[src/hdl/ibal_pkg.sv]
// Shared types and constants for the bitmap identifier allocator.
package ibal_pkg;

  localparam int MAP_WORDS_DEF = 8;
  localparam int WORD_BITS_DEF = 32;
  localparam int ID_W          = 8;
  localparam int ID_SPACE      = 256;

  typedef enum logic [1:0] {
    MODE_ALLOC = 2'd0,
    MODE_FREE  = 2'd1,
    MODE_MARK  = 2'd2,
    MODE_NOP   = 2'd3
  } mode_t;

  typedef enum logic {
    ST_IDLE = 1'b0,
    ST_MOD  = 1'b1
  } state_t;

endpackage

[src/hdl/ibal_map_mem.sv]
// Used-map word memory with one read and one write port and per-entry valid bits.
module ibal_map_mem #(
  parameter int DEPTH = 8,
  parameter int WIDTH = 32,
  parameter int ADDR_W = 3
) (
  input  logic              clk,
  input  logic              rst_n,
  input  logic              rd_en,
  input  logic [ADDR_W-1:0] rd_addr,
  output logic [WIDTH-1:0]  rd_data,
  input  logic              wr_en,
  input  logic [ADDR_W-1:0] wr_addr,
  input  logic [WIDTH-1:0]  wr_data
);

  logic [WIDTH-1:0] mem_r [DEPTH];
  logic [DEPTH-1:0] vld_r;
  logic [WIDTH-1:0] rd_q_r;
  logic             rd_hit_r;

  always_ff @(posedge clk) begin
    if (wr_en) begin
      mem_r[wr_addr] <= wr_data;
    end
    if (rd_en) begin
      rd_q_r <= mem_r[rd_addr];
    end
  end

  // An entry never written since reset reads as all zero.
  always_ff @(posedge clk) begin
    if (!rst_n) begin
      vld_r    <= '0;
      rd_hit_r <= 1'b0;
    end else begin
      if (wr_en) begin
        vld_r[wr_addr] <= 1'b1;
      end
      if (rd_en) begin
        rd_hit_r <= vld_r[rd_addr];
      end
    end
  end

  assign rd_data = rd_hit_r ? rd_q_r : '0;

endmodule

[src/hdl/ibal_bit_scan.sv]
// Finds the lowest clear bit of a used-map word.
module ibal_bit_scan #(
  parameter int WIDTH = 32,
  parameter int COL_W = 5
) (
  input  logic [WIDTH-1:0] word,
  output logic             any_zero,
  output logic [COL_W-1:0] col
);

  always_comb begin
    any_zero = 1'b0;
    col      = '0;
    for (int i = WIDTH - 1; i >= 0; i--) begin
      if (!word[i]) begin
        any_zero = 1'b1;
        col      = COL_W'(i);
      end
    end
  end

endmodule

[src/hdl/id_bitmap_allocator_core.sv]
// First-fit identifier allocator over a used-map held in a synchronous memory.
// The used-map word is read at the input transfer edge, then modified and written back
// at the edge that raises out_valid, from the ST_MOD state.
// A new request is not taken until the previous one is written back (in_ready only in ST_IDLE).
// A result waiting on out_ready holds the ST_MOD state until the output register frees.
// Reset clears the per-word full flags and the memory valid bits at once; no clearing pass.
module id_bitmap_allocator_core
  import ibal_pkg::*;
#(
  parameter int MAP_WORDS = MAP_WORDS_DEF,
  parameter int WORD_BITS = WORD_BITS_DEF
) (
  input  logic            clk,
  input  logic            rst_n,
  input  logic            in_valid,
  output logic            in_ready,
  input  logic [1:0]      in_mode,
  input  logic [ID_W-1:0] in_ident,
  output logic            out_valid,
  input  logic            out_ready,
  output logic [ID_W-1:0] out_granted_ident,
  output logic            out_success
);

  localparam int ROW_W = (MAP_WORDS > 1) ? $clog2(MAP_WORDS) : 1;
  localparam int COL_W = $clog2(WORD_BITS);
  localparam int SUM_W = (ROW_W + COL_W + 1 > ID_W + 1) ? ROW_W + COL_W + 1 : ID_W + 1;

  state_t state_r, state_nxt;

  logic [MAP_WORDS-1:0] full_r;
  mode_t                mode_r;
  logic [ROW_W-1:0]     row_r;
  logic [COL_W-1:0]     col_r;
  logic                 act_r;

  logic                 out_valid_r;
  logic [ID_W-1:0]      out_granted_ident_r;
  logic                 out_success_r;

  logic                 in_xfer;
  logic                 mod_go;
  logic [ROW_W-1:0]     ident_row;
  logic [ID_W-1:0]      ident_base;
  logic [COL_W-1:0]     ident_col;
  logic                 ident_in_range;
  logic [ROW_W-1:0]     alloc_row;
  logic                 alloc_found;
  logic [ROW_W-1:0]     req_row;
  logic                 req_act;

  logic [WORD_BITS-1:0] rd_word;
  logic                 scan_any;
  logic [COL_W-1:0]     scan_col;
  logic [SUM_W-1:0]     alloc_id;
  logic                 alloc_ok;
  logic [COL_W-1:0]     upd_col;
  logic [WORD_BITS-1:0] upd_bit;
  logic [WORD_BITS-1:0] new_word;
  logic                 wr_en;
  logic [ID_W-1:0]      res_ident;
  logic                 res_success;

  assign in_ready = (state_r == ST_IDLE);
  assign in_xfer  = in_valid && in_ready;

  // Row of the named identifier: count the word boundaries at or below it.
  always_comb begin
    ident_row = '0;
    for (int k = 1; k < MAP_WORDS; k++) begin
      if (int'(in_ident) >= k * WORD_BITS) begin
        ident_row = ROW_W'(k);
      end
    end
    ident_base     = ID_W'(ident_row * WORD_BITS);
    ident_col      = COL_W'(in_ident - ident_base);
    ident_in_range = int'(in_ident) < MAP_WORDS * WORD_BITS;
  end

  // Lowest word that is not full, among words that start below the id space limit.
  always_comb begin
    alloc_row   = '0;
    alloc_found = 1'b0;
    for (int k = MAP_WORDS - 1; k >= 0; k--) begin
      if ((k * WORD_BITS < ID_SPACE) && !full_r[k]) begin
        alloc_row   = ROW_W'(k);
        alloc_found = 1'b1;
      end
    end
  end

  always_comb begin
    req_row = ident_row;
    req_act = 1'b0;
    case (mode_t'(in_mode))
      MODE_ALLOC: begin
        req_row = alloc_row;
        req_act = alloc_found;
      end
      MODE_FREE,
      MODE_MARK: req_act = ident_in_range;
      default:   req_act = 1'b0;
    endcase
  end

  ibal_map_mem #(
    .DEPTH (MAP_WORDS),
    .WIDTH (WORD_BITS),
    .ADDR_W(ROW_W)
  ) u_map_mem (
    .clk    (clk),
    .rst_n  (rst_n),
    .rd_en  (in_xfer),
    .rd_addr(req_row),
    .rd_data(rd_word),
    .wr_en  (wr_en),
    .wr_addr(row_r),
    .wr_data(new_word)
  );

  ibal_bit_scan #(
    .WIDTH(WORD_BITS),
    .COL_W(COL_W)
  ) u_bit_scan (
    .word    (rd_word),
    .any_zero(scan_any),
    .col     (scan_col)
  );

  // A word that straddles the id space limit can still fail on its lowest free bit.
  assign alloc_id = SUM_W'(row_r * WORD_BITS) + SUM_W'(scan_col);
  assign alloc_ok = act_r && scan_any && (alloc_id < SUM_W'(ID_SPACE));

  always_comb begin
    upd_col     = col_r;
    new_word    = rd_word;
    res_ident   = '0;
    res_success = 1'b1;
    wr_en       = 1'b0;
    mod_go      = (state_r == ST_MOD) && (!out_valid_r || out_ready);
    case (mode_r)
      MODE_ALLOC: begin
        upd_col     = scan_col;
        res_success = alloc_ok;
        res_ident   = alloc_ok ? ID_W'(alloc_id) : '0;
        wr_en       = mod_go && alloc_ok;
      end
      MODE_FREE,
      MODE_MARK: wr_en = mod_go && act_r;
      default:   wr_en = 1'b0;
    endcase
    upd_bit = WORD_BITS'(1) << upd_col;
    if (mode_r == MODE_FREE) begin
      new_word = rd_word & ~upd_bit;
    end else begin
      new_word = rd_word | upd_bit;
    end
  end

  always_comb begin
    state_nxt = state_r;
    case (state_r)
      ST_IDLE: if (in_xfer) state_nxt = ST_MOD;
      ST_MOD:  if (mod_go)  state_nxt = ST_IDLE;
      default: state_nxt = ST_IDLE;
    endcase
  end

  always_ff @(posedge clk) begin
    if (!rst_n) begin
      state_r <= ST_IDLE;
    end else begin
      state_r <= state_nxt;
    end
  end

  always_ff @(posedge clk) begin
    if (in_xfer) begin
      mode_r <= mode_t'(in_mode);
      row_r  <= req_row;
      col_r  <= ident_col;
      act_r  <= req_act;
    end
  end

  always_ff @(posedge clk) begin
    if (!rst_n) begin
      full_r <= '0;
    end else if (wr_en) begin
      full_r[row_r] <= &new_word;
    end
  end

  always_ff @(posedge clk) begin
    if (!rst_n) begin
      out_valid_r <= 1'b0;
    end else if (mod_go) begin
      out_valid_r <= 1'b1;
    end else if (out_ready) begin
      out_valid_r <= 1'b0;
    end
  end

  always_ff @(posedge clk) begin
    if (mod_go) begin
      out_granted_ident_r <= res_ident;
      out_success_r       <= res_success;
    end
  end

  assign out_valid         = out_valid_r;
  assign out_granted_ident = out_granted_ident_r;
  assign out_success       = out_success_r;

endmodule
[config.mk]
export PLATFORM = sky130hd
export DESIGN_NAME = id_bitmap_allocator_core
export DESIGN_NICKNAME = d
export VERILOG_FILES = /design/src/hdl/ibal_pkg.sv /design/src/hdl/ibal_map_mem.sv /design/src/hdl/ibal_bit_scan.sv /design/src/hdl/id_bitmap_allocator_core.sv
export SDC_FILE = /design/constraint.sdc
export NUM_CORES = 1
export LEC_CHECK = 0
export ABC_CLOCK_PERIOD_IN_PS = 6300
export CORE_MARGIN = 5
export CORE_UTILIZATION = 45
export CTS_BUF_LIST = sky130_fd_sc_hd__clkbuf_8
export DETAILED_ROUTE_END_ITERATION = 6
export DONT_BUFFER_PORTS = 1
export GPL_ROUTABILITY_DRIVEN = 0
export PLACE_DENSITY = 0.56
export SYNTH_ARGS = -nofsm -noshare
export SYNTH_HDL_FRONTEND = slang
export SYNTH_SLANG_ARGS = --single-unit
export TNS_END_PERCENT = 10
[constraint.sdc]
create_clock -name clk -period 6.3 [get_ports clk]
set_clock_uncertainty 0.15 [all_clocks]
set_input_delay 1.26 -clock clk [delete_from_list [all_inputs] [get_ports clk]]
set_output_delay 1.26 -clock clk [all_outputs]
set_load 0.02 [all_outputs]
==> results.cfg, run 1 <==
[status]
status = completed

[drt]
remaining_drc_errors = 0
dr.pass1.iters = 5
vias = 9953
first_iter_violations = 822
ant_nets = 0
routedWlPerCell_um = 22.35
avgViaCountPerCell = 5.807
wirelength_um = 38300

[worst_setup_path]
path_cells = nand2_1 -> or3_1 -> o21ai_2 -> o2bb2ai_1 -> nand4_1 -> o31ai_1 -> nor4b_2 -> nand4_4 -> mux2i_1
cp_slowest_cell = o31ai_1
crit_path_start_kind = register
worstPathMaxFanout = 23
cp-end-kind = register
crit_family = simple AND/OR/NAND/NOR gates
r2r_slack_ns = 1.64
critPathKind = reg2reg
cp.arrival_ns = 5.02
critPathMaxStageDelay_ns = 1.02
cp.required_ns = 6.66
cp.buffers_inverters = 0

[pwr]
fin_total_pwr_uw = 4617
power.density_nw_per_um2 = 287.8
p_leak_uw = 0.005647
ir_drop_mv = 0.1379

[grt]
antenna_found_initial = 0
grt_pass1_wl_um = 58780
grt_pass1_vias = 9511
gr-total-overflow = 0
grt_max_degree = 78
grtUsageTotal = 0.2118

[timing]
period_share = 0.7403
worstMarginPinSlew_ns = 1.222
setup_slack_ns = 1.636
rsz0062_at_grt = no
setup_viol = 0
hold_violations = 0
fmax_mhz = 214.4
slew_violations = 0
setup_tns_ns = 0
slew_headroom = 0.1786
min_period_ns = 4.664

[yosys]
synth_top_family_by_area = simple AND/OR/NAND/NOR gates
synthArstFlopShare = 0
synthSimpleGateAreaFrac = 0.2025
yosys.area_share.adder = 0.004317
synth.yosys.seq_area_share = 0.6644
synth_xor_area_frac = 0
syn_avg_cell_area_um2 = 11.47
synth_top_area_share = 0.6382
synth-compound-area-share = 0.08711
synthesis.nets = 1282
yosys.area.top_type = edfxtp_1
synth_edf_count = 308
ys_types = 77
ys_warn_count = 0
synth_cells = 1263
synth_area_leaders = edfxtp_1 (64%), nand2_1 (8.7%), nand3_1 (6.0%), dfxtp_1 (2.6%), o21ai_0 (1.7%)
synth_seq_cells = 327
synth_flop_cell = edfxtp_1
muxShareOfSynthArea = 0.01563
syn-cell-area_um2 = 14490

[placement]
dp_hpwl_um = 22140
place_ws_ns = 1.646
io_buffers = 0
place_area_um2 = 15010

[finish]
final_nets = 1289
final_area_um2 = 16040
num-fill-cells = 2853
diodes = 0
utilization = 0.5057
final_cell_mix = nand2_1 (336), edfxtp_1 (308), nand3_1 (175), clkbuf_8 (58), o21ai_0 (48)
area_delta_synth_final_pct = 10.68
layout_commonest_cell = nand2_1
drive_above_1_share = 0.1098

[clock_network]
path_clk_slew_ns = 0.07
cts_htree_levels = 2
cts_tree = done
holdBufCountCts = 0
clk_path_buf_depth = 3
cts_sinks = 327
cts_made_buffers = 54
cts_resized = 0
clockRootBuffer = clkbuf_8
clk_latency_ns = 0.59
cts_setup_buffers = 0

[floorplanning]
die_area_um2 = 35900
ios = 25
rows = 65
start_util = 0.4569
fp.coreArea_um2 = 31720
dieHeight_um = 189.5
fp.dieW_um = 189.5

[run]
drv_cap = 0

[hold_path]
hp-class = reg2reg
-- report_power, final --
group / total, uW / internal (uW) / switching, uW
sequential: 2490 / 2440 / 55.4
clock: 1760 / 929 / 831
combinational: 363 / 96.7 / 266
-- per-layer routing --
| layer | up-vias | share of wire | global-route usage | wire, um |
|---|---|---|---|---|
| met2 | 333 | 0.46 | 0.3330 | 17600 |
| met1 | 4883 | 0.46 | 0.3050 | 17550 |
| met5 | - | 0 | 0 | 0 |
| met3 | 64 | 0.060 | 0.03687 | 2313 |
| li1 | 4673 | - | - | - |
| met4 | 0 | 0.022 | 0.06149 | 835 |
-- stage by stage --
step	hold WS, ns	std cells
after floorplan	0.2848	1263
after global placement	0.2976	1616
after detailed placement	0.3109	1616
after CTS	0.3235	1714
after global routing	0.3443	1714
final	0.3270	1714
-- cell families (layout without fill, tap and decap cells) --
family	Yosys count	count (layout)
AOI/OAI and AO/OA	168	168
adders and majority gates	5	5
muxes	20	20
and+or+nand+nor	645	645
buffers and inverters	98	147
DFF	327	327
-- sequential cells by signal, indices dropped and copies added (netlist names) --
register / flops
u_map_mem.rd_q_r: 32
row_r: 3
mode_r: 2
out_valid: 1
col_r: 5
u_map_mem.rd_hit_r: 1
u_map_mem.mem_r: 256
full_r: 8
out_success: 1
state_r: 1
out_granted_ident: 8
act_r: 1
u_map_mem.vld_r: 8
-- synth_stat cells, drive strengths merged (5+ instances only) --
master	n
inv	24
o211a	5
o211ai	21
clkbuf	50
ha	5
a211oi	6
nand2b	9
o22ai	5
edfxtp	308
o221ai	5
dfxtp	19
and3	8
a21oi	10
buf	23
o31ai	17
nand4	8
nor3	15
o311ai	5
nand3	176
mux2i	17
nor4	11
and2	5
or2	5
nor2b	6
or3	5
a31oi	6
nor2	48
nand2	338
o21ai	52
-- path summary, 6_finish.rpt --
kind,from,end,depth (start not counted)
worst max-delay path,u_map_mem.rd_hit_r,full_r[1],9
worst min-delay path,u_map_mem.vld_r[4],u_map_mem.vld_r[4],2
worst max register to register,u_map_mem.rd_hit_r,full_r[1],9
worst min register to register,u_map_mem.vld_r[4],u_map_mem.vld_r[4],2
-- area by class of cell --
type	count	area [um2]	area share
Sequential cell	327	9629	0.6003
Multi-Input combinational cell	838	4601	0.2868
Clock buffer	58	798.3	0.04977
Tap cell	402	503.0	0.03136
Clock inverter	40	219.0	0.01365
Timing Repair Buffer	24	192.7	0.01201
Inverter	25	97.59	0.006084
-- tightest hold or removal path: stages (launching register included) --
cell	delay, ns
dfxtp_1	0.33
nor2_1	0.05
nor2_1	0.07
(Power assumes the default switching activity.)
==> run 2: changes to the inputs <==
- ABC_CLOCK_PERIOD_IN_PS: 6300 -> 4240
- PLACE_DENSITY: 0.56 -> 0.58
- clock period: 6.3 -> 4.24 ns (I/O delays scaled with it)
==> run 2 against run 1 <==
  * Final area grew 1.0%
  * Non-clock buffer count up 23
  * Worst setup slack worse by 1.3 ns
  * Count of clock-buffer cells in the layout down 4
  * Die area is the same
  * Combinational power grew 57%
  * Flip-flop and latch count stayed put
  * First-iteration DRC count grew 16%
  * Critical path depth is 2 lower
  * Via count increased by 0.95%
  * Critical path type unchanged
  * Largest power group unchanged
  * Highest routed layer unchanged
==> results.cfg, run 2 (same netlist as run 1, synthesis figures left out) <==
[drt]
drt-met1-wl_um = 16820
wl_met2_um = 17130
dr_wl_met3_um = 2541
first_iter_violations = 957
highest_layer = met4
wirelength_um = 37300
avgViaCountPerCell = 5.798
ant_nets = 0
routedWlPerCell_um = 21.52
vias = 10048
dr.pass1.iters = 5
remaining_drc_errors = 0

[finish]
fin_cells = 1733
reg.largest.list = u_map_mem.mem_r: 256 flops, u_map_mem.rd_q_r: 32 flops
regMostFlops = u_map_mem.mem_r
largest_reg_flops = 256
final_cell_mix = nand2_1 (336), edfxtp_1 (308), nand3_1 (175), clkbuf_8 (54), o21ai_0 (48)
final_nets = 1310
layout_commonest_cell = nand2_1
area_delta_synth_final_pct = 11.78
diodes = 0
drive_above_1_share = 0.1172
final_area_um2 = 16200

[grt]
grt_pass1_wl_um = 57710
gr-total-overflow = 0
antenna_found_initial = 0
grt_pass1_vias = 9707
grtUsageTotal = 0.2069
grt_max_degree = 130

[timing]
setup_viol = 0
slew_violations = 0
setup_slack_ns = 0.3365
period_share = 0.9206
hold_violations = 0
slew_headroom = 0.2135
worstMarginPinSlew_ns = 1.165
setup_tns_ns = 0
fmax_mhz = 256.2
min_period_ns = 3.903
rsz0062_at_grt = no

[placement]
place_ws_ns = 0.4585
dp_hpwl_um = 22110
io_buffers = 0
place_area_um2 = 15240
placedCellCount = 1639

[floorplanning]
ios = 25
dieHeight_um = 189.5
rows = 65
fp.coreArea_um2 = 31720
die_area_um2 = 35900
fp.dieW_um = 189.5
start_util = 0.4569

[clock_network]
cts_resized = 0
holdBufCountCts = 0
cts_setup_buffers = 0
cts_sinks = 327
clk_latency_ns = 0.60
cts_made_buffers = 52
clockRootBuffer = clkbuf_8
cts_htree_levels = 2
clk_path_buf_depth = 3
path_clk_slew_ns = 0.06
cts_tree = done

[pwr]
power.density_nw_per_um2 = 418.9
ir_drop_mv = 0.1981
p_leak_uw = 0.005745
fin_total_pwr_uw = 6786

[status]
status = completed

[worst_setup_path]
critPathMaxStageDelay_ns = 0.96
cp.required_ns = 4.30
crit_path_start_kind = register
cp.buffers_inverters = 1
worstPathMaxFanout = 13
critPathKind = reg2reg
path_cells = nand2_1 -> or3_1 -> o21ai_2 -> o2bb2ai_1 -> nand4_1 -> buf_4 -> o31ai_1
cp-end-kind = register
crit_family = compound AO/OA/AOI/OAI gates
cp_slowest_cell = o31ai_1
cp.arrival_ns = 3.96

[hold_path]
hp-class = in2reg

[run]
drv_cap = 0
[run 2: cell types whose count changed in the layout (fill, tap and decap cells not counted)]
cell and change:
buf_4 +19, clkinv_2 -8, buf_12 +4, clkbuf_8 -4
inv_1 +4, o41ai_1 +2, o41ai_2 -2, clkinv_1 +1
clkinvlp_4 +1, inv_2 +1, inv_8 +1, nor3_2 -1
nor3_4 +1
[run 2: final cells by class]
class,count,area [um2]
clock buffers,54,743.2
clock inverters,40,221.5
fillers,2815,15520
inverters,25,96.34
multi-input cells,838,4592
flip-flops and latches,327,9629
well taps,402,503.0
repair buffers,47,415.4
[run 2: path summary, 6_finish.rpt]
kind	start	endpoint	slack [ns]	cells after the start
worst min register to register	u_map_mem.vld_r[7]	u_map_mem.vld_r[7]	0.32	2
worst min-delay path	in_ident[0]	col_r[0]	0.19	0
worst max register to register	u_map_mem.rd_hit_r	u_map_mem.mem_r[4][14]	0.34	7
worst max-delay path	u_map_mem.rd_hit_r	u_map_mem.mem_r[4][14]	0.34	7
[run 2: power breakdown]
| part | internal, uW | switching [uW] |
|---|---|---|
| clock network | 1300 | 1210 |
| registers | 3620 | 77.9 |
| logic | 168 | 403 |
| total | 5090 | 1700 |
[run 2: per-stage QoR]
step	hold WS, ns	utilization
6_report	0.1925	0.5108
5_1_grt	0.1554	0.5108
4_1_cts	0.1599	0.5108
3_5_place_dp	0.3148	0.4804
3_3_place_gp	0.2935	0.4804
2_1_floorplan	0.2848	-
[run 2: per-layer routing]
metal / global-route usage / vias up
li1: - / 4712
met1: 0.3008 / 4913
met2: 0.3218 / 354
met3: 0.03890 / 69
met4: 0.05648 / 0
met5: 0 / -
[run 2: worst reg2reg max path, delay by kind of cell (launching register included)]
| family | cells | cell delay, ns |
|---|---|---|
| AOI/OAI and AO/OA | 3 | 1.41 |
| and+or+nand+nor | 3 | 1.06 |
| DFF | 1 | 0.62 |
| buffers and inverters | 1 | 0.28 |
==> run 3: changes to the inputs <==
- ABC_CLOCK_PERIOD_IN_PS: 4240 -> 3300
- clock period: 4.24 -> 3.3 ns (I/O delays scaled with it)
==> run 3 against run 2 <==
  * Global-route usage grew 0.74 points
  * Die area is the same
  * Count of clock-buffer cells in the layout grew 3
  * Wire length grew 4.9%
  * Core utilization grew 3.3 points
  * Clock power grew 25%
  * Worst setup slack lost 0.32 ns
  * Critical path depth grew 5
  * Fmax grew 19%
  * Non-clock buffer count grew 93
  * Combinational power grew 59%
  * Final area grew 6.4%
==> results.cfg, run 3 (same netlist as run 1, synthesis figures left out) <==
[pwr]
power.switching_uw = 2220
internal-power_uw = 6565
switching_share = 0.2527
p_seq_frac = 0.539
ir_drop_mv = 0.2531
power.density_nw_per_um2 = 509.4
p_leak_uw = 0.006278
comb_power_share = 0.103
clock_power_share = 0.358

[timing]
setup_tns_ns = 0
slew_violations = 0
fmax_mhz = 304.1
worstMarginPinSlew_ns = 0.9356
rsz0062_at_grt = yes
period_share = 0.9964
slew_headroom = 0.3709
min_period_ns = 3.288
setup_viol = 0
hold_violations = 0

[grt]
antenna_found_initial = 0
grt_pass1_vias = 9941
gr-total-overflow = 0
grt_pass1_wl_um = 59540
grtUsageTotal = 0.2143
grt_max_degree = 67

[finish]
layout_commonest_cell = nand2_1
regMostFlops = u_map_mem.mem_r
diodes = 0
largest_reg_flops = 256
final_cell_mix = nand2_1 (334), edfxtp_1 (308), nand3_1 (175), buf_4 (118), clkbuf_8 (57)
area_delta_synth_final_pct = 18.99
fin_cells = 1828
drive_above_1_share = 0.1942
reg.largest.list = u_map_mem.mem_r: 256 flops, u_map_mem.rd_q_r: 32 flops
final_nets = 1404
num-fill-cells = 2696

[drt]
dr.pass1.iters = 7
wirelength_um = 39140
ant_nets = 0
vias = 10486
remaining_drc_errors = 0
first_iter_violations = 1028
avgViaCountPerCell = 5.736
routedWlPerCell_um = 21.41

[worst_setup_path]
reg2reg_depth = 12
critPathKind = reg2reg
cp.arrival_ns = 3.63
cp.required_ns = 3.64
r2r_start = u_map_mem.rd_q_r[22]
crit_path_start_kind = register
r2r_slack_ns = 0.01
cp-end-kind = register
startpoint = u_map_mem.rd_q_r[22]
r2r-end = full_r[2]
worstPathMaxFanout = 10

[placement]
placedCellCount = 1714
io_buffers = 0
dp_hpwl_um = 23310

[floorplanning]
fp.dieW_um = 189.5
rows = 65
die_area_um2 = 35900
start_util = 0.4569
dieHeight_um = 189.5
fp.coreArea_um2 = 31720
ios = 25

[clock_network]
cts_htree_levels = 2
cts_tree = done
cts_made_buffers = 53
clockRootBuffer = clkbuf_8
clk_latency_ns = 0.58
cts_sinks = 327
clk_path_buf_depth = 3
path_clk_slew_ns = 0.06

[hold_path]
hold_depth = 0
hp-start = in_mode[0]
hp-class = in2reg
hold_end = mode_r[0]

[status]
status = completed

[run]
drv_cap = 0
## run 3: worst max path at each step
stage	end	slack [ns]	cells after the start
CTS	u_map_mem.mem_r[3][1]	-0.02	9
finish	full_r[2]	0.01	12
global placement	full_r[0]	-0.28	11
detailed placement	full_r[3]	-0.26	11
floorplan	u_map_mem.mem_r[7][0]	-0.38	5
global route	full_r[3]	-0.12	15
## run 3: power groups by stage
stage	Sequential [uW]	Clock [uW]	Combinational, uW
final	4740	3140	907
after global routing	4740	3410	987
after CTS	4730	3220	865
after detailed placement	4820	0	853
after global placement	4820	0	846
after floorplan	4790	0	478
## run 3: stage by stage
| stage | area (um2) | util | hold WS, ns | total power, uW | setup WS (ns) |
|---|---|---|---|---|---|
| finish | 17250 | 0.5437 | 0.03436 | 8785 | 0.01184 |
| global route | 17250 | 0.5437 | 0.0005246 | 9132 | -0.1183 |
| CTS | 17010 | 0.5364 | 0.0004718 | 8824 | -0.01765 |
| detailed placement | 15980 | 0.5038 | 0.3087 | 5672 | -0.2579 |
| global placement | 15980 | 0.5038 | 0.2936 | 5666 | -0.2767 |
| floorplan | 14500 | - | 0.2848 | 5270 | -0.3809 |
## run 3: layout make-up
type | instances | area (um2) | area share
well taps | 402 | 503.0 | 0.02917
flip-flops and latches | 327 | 9630 | 0.5584
inverters | 25 | 96.34 | 0.005587
repair buffers | 140 | 1297 | 0.07524
multi-input cells | 838 | 4766 | 0.2764
clock buffers | 57 | 784.5 | 0.04549
clock inverters | 39 | 167.7 | 0.009722
## run 3: worst max-delay path, stage by stage (launching register included)
cell       delay (ns)
edfxtp_1         0.47
buf_4            0.21
o221ai_1         0.30
a21oi_2          0.11
buf_4            0.16
o2111ai_4        0.28
nand4_1          0.20
buf_4            0.23
o22ai_1          0.19
a32oi_2          0.10
a2111oi_4        0.39
nand4_4          0.21
mux2i_1          0.20
## run 3: what timing repair did
item / 4_1_cts / 5_1_grt
endpoints found under the setup margin: 8 / 64
pin swaps: 3 / 13
buffers inserted: 0 / 16
hold endpoints to repair: 2 / 0
gates resized for setup: 11 / 23
hold buffers: 2 / 0
## run 3: layer usage
layer  track usage  wire, um  up-vias
li1              -         -     4901
met5             0         0        -
met4       0.06817      1048        0
met3       0.03558      2472       88
met2        0.3325     17830      379
met1        0.3112     17790     5118
